==> src/hdl/length_prefixed_deframer_macros.svh <==
// Assertion macros for the length-prefixed deframer.
// Included by the top level; expects clk and rst_n in scope.
`ifndef LENGTH_PREFIXED_DEFRAMER_MACROS_SVH
`define LENGTH_PREFIXED_DEFRAMER_MACROS_SVH

// Same-cycle implication, checked outside reset.
`define LPD_ASSERT_NOW(lbl, pre, post) \
    lbl: assert property (@(posedge clk) disable iff (!rst_n) (pre) |-> (post)) \
        else $error("deframer check failed");

// Next-cycle implication, checked outside reset.
`define LPD_ASSERT_NEXT(lbl, pre, post) \
    lbl: assert property (@(posedge clk) disable iff (!rst_n) (pre) |=> (post)) \
        else $error("deframer check failed");

`endif

==> src/hdl/lpd_pkg.sv <==
// Package for the length-prefixed deframer: header constants and the
// per-byte result record. No dependencies.
`default_nettype none

package lpd_pkg;

    // Header is a 16-bit length field followed by a 16-bit message type.
    localparam int unsigned HDR_BYTES = 4;
    localparam logic [2:0] HDR_COUNT_DONE = 3'(HDR_BYTES);
    localparam logic [2:0] HDR_COUNT_LAST = 3'(HDR_BYTES - 1);
    // The length field counts the type field as well as the body.
    localparam logic [15:0] LEN_OVERHEAD = 16'd2;

    typedef struct packed {
        logic [7:0]  echo_byte;
        logic        in_header;
        logic [15:0] msg_type;
        logic [15:0] body_length;
        logic [15:0] byte_offset;
        logic        frame_end;
        logic        length_error;
    } lpd_result_t;

endpackage

`default_nettype wire

==> src/hdl/lpd_parse.sv <==
// Frame state tracker of the deframer: header collection and body counting.
// Depends on lpd_pkg.
`default_nettype none

module lpd_parse
    import lpd_pkg::*;
(
    input  wire logic        clk,
    input  wire logic        rst_n,
    input  wire logic        advance,
    input  wire logic [7:0]  cur_byte,
    output lpd_result_t      result
);

    logic [23:0] hdr_bytes_reg,  hdr_bytes_next;
    logic [2:0]  hdr_count_reg,  hdr_count_next;
    logic [15:0] frame_type_reg, frame_type_next;
    logic [15:0] body_len_reg,   body_len_next;
    logic [15:0] body_count_reg, body_count_next;

    always_comb
    begin
        logic [15:0] len_field;
        logic [15:0] typ;
        logic [15:0] blen;
        logic [15:0] count_inc;
        logic        done;

        hdr_bytes_next  = hdr_bytes_reg;
        hdr_count_next  = hdr_count_reg;
        frame_type_next = frame_type_reg;
        body_len_next   = body_len_reg;
        body_count_next = body_count_reg;

        len_field = hdr_bytes_reg[23:8];
        typ       = {hdr_bytes_reg[7:0], cur_byte};
        blen      = '0;
        count_inc = body_count_reg + 16'd1;
        done      = 1'b0;

        result              = '0;
        result.echo_byte    = cur_byte;

        if (hdr_count_reg < HDR_COUNT_DONE)
        begin
            result.in_header   = 1'b1;
            result.byte_offset = {13'd0, hdr_count_reg};
            if (hdr_count_reg < HDR_COUNT_LAST)
            begin
                hdr_bytes_next = {hdr_bytes_reg[15:0], cur_byte};
                hdr_count_next = hdr_count_reg + 3'd1;
            end
            else
            begin
                result.msg_type = typ;
                if (len_field < LEN_OVERHEAD)
                begin
                    // A short length field cannot hold the type; end the frame empty.
                    result.length_error = 1'b1;
                    done = 1'b1;
                end
                else
                begin
                    blen = len_field - LEN_OVERHEAD;
                    done = (blen == 16'd0);
                end
                result.body_length = blen;
                if (!done)
                begin
                    hdr_count_next  = HDR_COUNT_DONE;
                    frame_type_next = typ;
                    body_len_next   = blen;
                    body_count_next = '0;
                end
            end
        end
        else
        begin
            result.msg_type    = frame_type_reg;
            result.body_length = body_len_reg;
            result.byte_offset = body_count_reg;
            body_count_next    = count_inc;
            done = (count_inc >= body_len_reg);
        end

        result.frame_end = done;
        if (done)
        begin
            hdr_bytes_next  = '0;
            hdr_count_next  = '0;
            frame_type_next = '0;
            body_len_next   = '0;
            body_count_next = '0;
        end
    end

    always_ff @(posedge clk or negedge rst_n)
    begin
        if (!rst_n)
        begin
            hdr_bytes_reg  <= '0;
            hdr_count_reg  <= '0;
            frame_type_reg <= '0;
            body_len_reg   <= '0;
            body_count_reg <= '0;
        end
        else if (advance)
        begin
            hdr_bytes_reg  <= hdr_bytes_next;
            hdr_count_reg  <= hdr_count_next;
            frame_type_reg <= frame_type_next;
            body_len_reg   <= body_len_next;
            body_count_reg <= body_count_next;
        end
    end

endmodule

`default_nettype wire

==> src/hdl/length_prefixed_deframer.sv <==
// Top level of the length-prefixed deframer: input register, parser and result register.
// Depends on lpd_pkg, lpd_parse and length_prefixed_deframer_macros.svh.
//
//   channel | direction | handshake              | payload
//   --------+-----------+------------------------+-------------------------------------------
//   in      | to block  | in_valid / in_ready    | rx_byte
//   out     | from block| out_valid / out_ready  | echo_byte, in_header, msg_type, body_length,
//           |           |                        | byte_offset, frame_end, length_error
//
// Every received byte yields exactly one result, through the input register and then the result register.
// One byte per clock is sustained while out_ready holds; the frame state update for a body byte
// is a single 16-bit increment and compare between the input register and the result register.
// Reset clears the frame state, so the first byte after reset starts a new header.
// A stall on the output holds the result register; the input register still takes
// one more byte, and in_ready then drops until the result is taken.
`default_nettype none

`include "length_prefixed_deframer_macros.svh"

module length_prefixed_deframer
    import lpd_pkg::*;
(
    input  wire logic        clk,
    input  wire logic        rst_n,

    input  wire logic        in_valid,
    output logic             in_ready,
    input  wire logic [7:0]  rx_byte,

    output logic             out_valid,
    input  wire logic        out_ready,
    output logic [7:0]       echo_byte,
    output logic             in_header,
    output logic [15:0]      msg_type,
    output logic [15:0]      body_length,
    output logic [15:0]      byte_offset,
    output logic             frame_end,
    output logic             length_error
);

    // Input register: holds the byte until the parser can move it on.
    logic        stage_valid_reg;
    logic [7:0]  stage_byte_reg;

    // Result register.
    logic        res_valid_reg;
    lpd_result_t res_reg;

    lpd_result_t parse_result;
    logic        advance;

    // A byte moves from the input register into the result register whenever the
    // result register is empty or its content is being taken in this cycle.
    assign advance  = stage_valid_reg && (!res_valid_reg || out_ready);
    assign in_ready = !stage_valid_reg || advance;

    always_ff @(posedge clk or negedge rst_n)
    begin
        if (!rst_n)
        begin
            stage_valid_reg <= 1'b0;
        end
        else if (in_ready)
        begin
            stage_valid_reg <= in_valid;
        end
    end

    always_ff @(posedge clk)
    begin
        if (in_ready && in_valid)
        begin
            stage_byte_reg <= rx_byte;
        end
    end

    // The parser computes the result of the byte in the input register from the
    // current frame state, and commits its state update only on an advance.
    lpd_parse u_parse (
        .clk      (clk),
        .rst_n    (rst_n),
        .advance  (advance),
        .cur_byte (stage_byte_reg),
        .result   (parse_result)
    );

    always_ff @(posedge clk or negedge rst_n)
    begin
        if (!rst_n)
        begin
            res_valid_reg <= 1'b0;
        end
        else if (!res_valid_reg || out_ready)
        begin
            res_valid_reg <= stage_valid_reg;
        end
    end

    always_ff @(posedge clk)
    begin
        if (advance)
        begin
            res_reg <= parse_result;
        end
    end

    assign out_valid    = res_valid_reg;
    assign echo_byte    = res_reg.echo_byte;
    assign in_header    = res_reg.in_header;
    assign msg_type     = res_reg.msg_type;
    assign body_length  = res_reg.body_length;
    assign byte_offset  = res_reg.byte_offset;
    assign frame_end    = res_reg.frame_end;
    assign length_error = res_reg.length_error;

    // A short length field is only reported on the last header byte, which ends the frame.
    `LPD_ASSERT_NOW(a_err_ends_frame, out_valid && length_error, frame_end && in_header && (byte_offset == 16'd3))

    // Early header bytes carry no type or length and never end a frame.
    `LPD_ASSERT_NOW(a_early_header, out_valid && in_header && (byte_offset != 16'd3), (msg_type == 16'd0) && (body_length == 16'd0) && !frame_end)

    // A body byte ends the frame exactly when it is the last byte of the body.
    `LPD_ASSERT_NOW(a_body_end, out_valid && !in_header, frame_end == (({1'b0, byte_offset} + 17'd1) == {1'b0, body_length}))

    // A byte held in the input register during a stall is kept for the parser.
    `LPD_ASSERT_NEXT(a_stage_hold, stage_valid_reg && !advance, stage_valid_reg && $stable(stage_byte_reg))

endmodule

`default_nettype wire

==> config.mk <==
export PLATFORM = sky130hd
export DESIGN_NAME = length_prefixed_deframer
export DESIGN_NICKNAME = d
export VERILOG_FILES = /design/src/hdl/lpd_pkg.sv /design/src/hdl/lpd_parse.sv /design/src/hdl/length_prefixed_deframer.sv
export VERILOG_INCLUDE_DIRS = /design/src /design/src/hdl
export SDC_FILE = /design/constraint.sdc
export NUM_CORES = 1
export LEC_CHECK = 0
export ABC_AREA = 1
export BUFFER_PORTS_ARGS = -buffer_cell sky130_fd_sc_hd__buf_2
export CORE_UTILIZATION = 40
export CTS_CLUSTER_SIZE = 20
export DETAILED_ROUTE_END_ITERATION = 12
export HOLD_SLACK_MARGIN = 0.12
export PLACE_DENSITY = 0.66
export SETUP_SLACK_MARGIN = 0.05
export SLEW_MARGIN = 20
export SYNTH_ARGS = -nofsm -noshare
export SYNTH_HDL_FRONTEND = slang
export SYNTH_HIERARCHICAL = 1
export SYNTH_SLANG_ARGS = --single-unit
==> constraint.sdc <==
create_clock -name clk -period 9.1 [get_ports clk]
set_input_delay 0.455 -clock clk [delete_from_list [all_inputs] [get_ports clk]]
set_output_delay 0.455 -clock clk [all_outputs]
set_load 0.01 [all_outputs]
Yosys cells after proc, flatten, opt, wreduce, memory -nomap -nowiden:

Index checks and enable logic that the tools add are counted.

* register bits after elaboration: 144
* bits of input ports: 12
* logic and storage cells: 72

* magnitude comparators: 4
* $add $sub $neg: 3
* equality and inequality tests: 5
* reductions and logical operators: 14
* bitwise logic cells: 1
* multiplexer cells: 29

Operators by type and width (count)
* 2-to-1 mux 16 bit: 13
* 2-to-1 mux 24 bit: 3
* 2-to-1 mux 48 bit: 1
* 2-to-1 mux 32 bit: 1
* adder 16 x 1 -> 16 bit, second input constant: 1
* greater-or-equal comparator 16 bit: 1
* zero test 16 bit: 1
* < comparator 16 x 2 -> 1 bit, second input constant: 1
* subtractor 16 x 2 -> 16 bit, second input constant: 1
* 2-to-1 mux 3 bit: 4
* AND reduction 3 bit: 3
* 2-to-1 mux 1 bit: 7
* != test 3 bit, second input constant: 2
* != test 2 bit, second input constant: 2
* AND reduction 4 bit: 1
* nonzero test 2 bit: 2
* adder 3 x 1 -> 3 bit, second input constant: 1
* < comparator 3 x 2 -> 1 bit, second input constant: 1
* < comparator 3 bit, second input constant: 1
* != test 3 x 2 -> 1 bit, second input constant: 1
* logical AND 1 bit: 2
* zero test 1 bit: 2
* logical OR 1 bit: 2
* OR reduction 2 bit: 1
* NOT 1 bit: 1

Depth between registers and ports, before layout:

* word-level depth: 9
* gate-level depth with buffers: 23
* gate-level depth less buffers: 22

Modules after synthesis:

Netlist, hierarchy kept.

By module, submodules not included
* lpd_parse: times used 1, cells an instance 632, area an instance 4677.0 um^2
* length_prefixed_deframer: times used 1, cells an instance 79, area an instance 2107.0 um^2

Least setup slack after synthesis:

OpenSTA, ideal clock, no wires.

* path type: flip-flop to flip-flop
* start point: register res_valid_reg (netlist: out_valid)
* end point: register u_parse.body_len_reg[0]
* path buffers: 1
* setup time: 66 ps
* arrival time: 4667 ps
* path slack: 4367 ps
* cell stages (with the launch flop): 9
* required time: 9034 ps
* period minus slack after synthesis: 4733 ps
* cell sequence: dfrtp_1 -> a21oi_1 -> nand2_1 -> inv_1 -> nand2_1 -> clkinv_1 -> buf_1 -> nand4_1 -> nand2_1

* word-level cells in the longest chain between the ends: 4

Ends and longest elaborated chain
* from (decl): line length_prefixed_deframer.sv:46 `logic res_valid_reg;`
* from (signal assigned): line length_prefixed_deframer.sv:95 `res_valid_reg <= stage_valid_reg;`
* zero test 1 bit: line length_prefixed_deframer.sv:54 `assign advance = stage_valid_reg && (!res_valid_reg || out_ready);`
* logical OR 1 bit: line length_prefixed_deframer.sv:54
* logical AND 1 bit: line length_prefixed_deframer.sv:54
* via advance: line length_prefixed_deframer.sv:50 `logic advance;`
* AND reduction 4 bit (no line)
* to (signal assigned): line lpd_parse.sv:112 `body_len_reg <= body_len_next;`
* to (decl): line lpd_parse.sv:18 `logic [15:0] body_len_reg, body_len_next;`

The timed path passes the listed nets, and every way through them passes these cells.
A chain may end at the register's enable or synchronous reset.

Worst setup path in the final report:

* start point: register u_parse.hdr_count_reg[2]
* end point: register u_parse.body_len_reg[8]

* word-level cells in the longest chain between the ends: 5

Ends and longest elaborated chain
* from (decl): line lpd_parse.sv:16 `logic [2:0] hdr_count_reg, hdr_count_next;`
* from (signal assigned): line lpd_parse.sv:110 `hdr_count_reg <= hdr_count_next;`
* < comparator 3 x 2 -> 1 bit: line lpd_parse.sv:48 `if (hdr_count_reg < HDR_COUNT_LAST)`
* 2-to-1 mux 1 bit: line lpd_parse.sv:48
* 2-to-1 mux 1 bit: line lpd_parse.sv:44 `if (hdr_count_reg < HDR_COUNT_DONE)`
* != test 2 bit (no line) / nonzero test 2 bit (equally long branches)
* AND reduction 4 bit (no line)

Several ways; a longest one is shown, not always the timed one.

==> results.md <==
- Seq/Total Area, Yosys: 58.1%
- Ys Warns: 6
- Top Usage Layer GRT: met2
- Layout area overhead: 16.2%
- Grt met3 use: 3.77%
- Die X: 132 um
- Post-route cell area: 0.00788 mm^2
- Met2 usage: 27.2%
- DR vias/cell: 5.04
- Final worst path period need: 4600 ps
- Post-synthesis cell type count: 32
- CTS Buf Count: 17
- CTS sink cnt: 144
- Fin Setup TNS: 0 ps
- Place WS: 3740 ps
- Cell family with most CP delay: simple AND/OR/NAND/NOR gates
- Worst-path clk slew: 60 ps
- Ant diodes: 0
- RSZ-0062 raised after global routing: no
- Post-Route WL: 14300 um
- Buf/Inv on CP: 6
- I/O Pins: 73
- Clk Latency, worst-skew pair: 420 ps
- Hold WC Path Type: in2reg
- Clock Path Buffers: 2
- Setup slack, reg-to-reg: 4500 ps
- Vias in the first global route: 4802
- CP Launch Point: u_parse/hdr_count_reg[2]
- Slew @ Worst Pin: 1020 ps
- Combinational share of power: 36.7%
- Cells after DPL: 968
- Die height: 132 um
- First-pass GRT wire length: 23700 um
- Maximum vdd drop: 146 uV
- Clock power frac: 24.7%
- Worst r2r src: u_parse/hdr_count_reg[2]
- Total grt overflow: 0
- Post-Syn Nets: 742
- CTS tree: built
- DRC: 0
- WHS: 208 ps
- Sequential power share: 38.6%
- Crit end category: flop
- WL/cell: 14.3 um
- Critical path fanouts, max: 45
- Setup Crit Path Kind: reg2reg
- Core Rows: 47
- Initial DRC count: 395
- Post-Syn Instances: 711
- CP peak stage delay: 800 ps
- Slew Limit Fails: 0
- Most common cell after layout, fill and taps aside: nand2_1
- H-tree Lvls: 4
- 1st-pass router iterations: 5
- Nets@finish: 800
- Outcome: completed
- Antenna violations before repair: 0
- Post-route ant nets: 0
- Post-DP Area: 0.00726 mm^2
- PostCTS Resize Cnt: 0
- Die area: 0.0175 mm^2
- Hold_sp: rx_byte[0]
- P_sw: 1080 uW
- Most frequent cells in the layout: nand2_1, inv_1, dfrtp_1
- GRT Overall Usage: 17.4%
- Layout Skew: 6.08 ps
- P_leak: 0.00384 uW
- Largest net degree at the start of global routing: 78
- Clock root buffer: clkbuf_16
- Power per cell area: 347 mW/mm^2
- Fmax: 217 MHz
- Pint: 1660 uW
- GP Congestion: 0.833
- Switch share: 39.4%
- Total number of vias: 5054
- Fin cells: 1002
- Max-Cap Viols: 0
- Crit-path slowest cell: nor2_2
- Synth Area per Inst: 9.54 um^2
- Post-DP HPWL: 9680 um
- Final setup vio count: 0
- Cells along the critical path: buf_4, inv_1, nand2_1, nor2_1, buf_4, nor2_2, inv_1, nand2_1, inv_1, nand2_1, inv_2, nand3b_1, o21ai_0
- Crit path DAT: 4870 ps
- Relative slew slack: 31.7%
- Port bufs: 72
- Synthesized area: 0.00678 mm^2
- Final Hold Vio Count: 0
- Crit share post-route: 50.6%
- Initial core utilization: 40.9%
- Max reg flops: 24
- Share of cells above drive strength 1: 15.5%
- GR Util met1: 23.1%
- Worst Slack Setup Final: 4500 ps
- #FFs+latches synth: 144
- Worst Path Required: 9370 ps
- Core Box Area: 0.0166 mm^2
- Startpoint types: flop
- Filler instances: 1574
[path summary, 6_finish.rpt]
kind,end,cells past startpoint
worst max register to register,u_parse/body_len_reg[8],13
worst min-delay path,stage_byte_reg[0],1
worst max-delay path,u_parse/body_len_reg[8],13
max in group asynchronous,u_parse/hdr_bytes_reg[21],3
min in group asynchronous,u_parse/body_len_reg[11],2
worst min register to register,u_parse/frame_type_reg[12],2
[power groups by stage]
stage          clock network (uW)  registers (uW)  logic [uW]
2_1_floorplan                   0            1040         757
3_3_place_gp                    0            1060         979
3_5_place_dp                    0            1060        1000
4_1_cts                       688            1050        1010
5_1_grt                       718            1080        1150
6_report                      677            1050        1000
[cells by family after synthesis]
| logic type | after synthesis | share of synthesized area [%] |
|---|---|---|
| buffers and inverters | 129 | 7.97 |
| and+or+nand+nor | 323 | 21.1 |
| AOI/OAI and AO/OA | 82 | 7.52 |
| DFF | 144 | 58.1 |
| adders and majority gates | 19 | 3.50 |
| xor gates and xnor gates | 14 | 1.81 |
[routing by layer]
metal	vias up	part of all wire, %
li1	2492	-
met1	2399	45
met2	140	48
met3	23	4.6
met4	0	2.4
met5	-	0
[metrics by stage]
stage          total power (uW)  utilization [%]
2_1_floorplan              1800                -
3_3_place_gp               2040             43.8
3_5_place_dp               2060             43.8
4_1_cts                    2750             47.3
5_1_grt                    2950             47.5
6_report                   2740             47.5
[synth_stat cells]
| library cell | instances | share of area [%] |
|---|---|---|
| a21oi_1 | 9 | 0.66 |
| a22o_1 | 16 | 2.1 |
| a32o_1 | 1 | 0.15 |
| buf_1 | 3 | 0.17 |
| buf_2 | 9 | 0.66 |
| buf_4 | 8 | 0.89 |
| buf_6 | 2 | 0.33 |
| clkbuf_1 | 17 | 0.94 |
| clkinv_1 | 1 | 0.055 |
| dfrtp_1 | 77 | 28 |
| edfxtp_1 | 67 | 30 |
| ha_1 | 19 | 3.5 |
| inv_1 | 87 | 4.8 |
| inv_2 | 2 | 0.11 |
| nand2_1 | 190 | 11 |
| nand2_2 | 1 | 0.092 |
| nand3_1 | 40 | 3.0 |
| nand3_2 | 2 | 0.30 |
| nand3_4 | 1 | 0.26 |
| nand3b_1 | 11 | 1.2 |
| nand4_1 | 32 | 3.0 |
| nor2_1 | 40 | 2.2 |
| nor2_2 | 1 | 0.092 |
| nor2_4 | 1 | 0.17 |
| nor3_1 | 2 | 0.15 |
| nor3_2 | 1 | 0.15 |
| o211ai_1 | 1 | 0.11 |
| o21ai_0 | 33 | 2.4 |
| o22ai_1 | 20 | 1.8 |
| o32ai_1 | 2 | 0.26 |
| or2_2 | 1 | 0.092 |
| xor2_1 | 14 | 1.8 |
[cell type report]
type	count	area (um^2)	area share [%]
repair buffers	78	430	5.46
well taps	220	275	3.49
multi-input cells	438	2320	29.4
flip-flops and latches	144	3940	50.0
clock inverters	15	156	1.98
clock buffers	17	425	5.40
inverters	90	338	4.29
[timing repair]
item                      in CTS  in global routing
hold endpoints to repair       0                 26
hold buffers                   0                  1
setup buffers                  0                  0
Power figures use the tool's default switching activity.
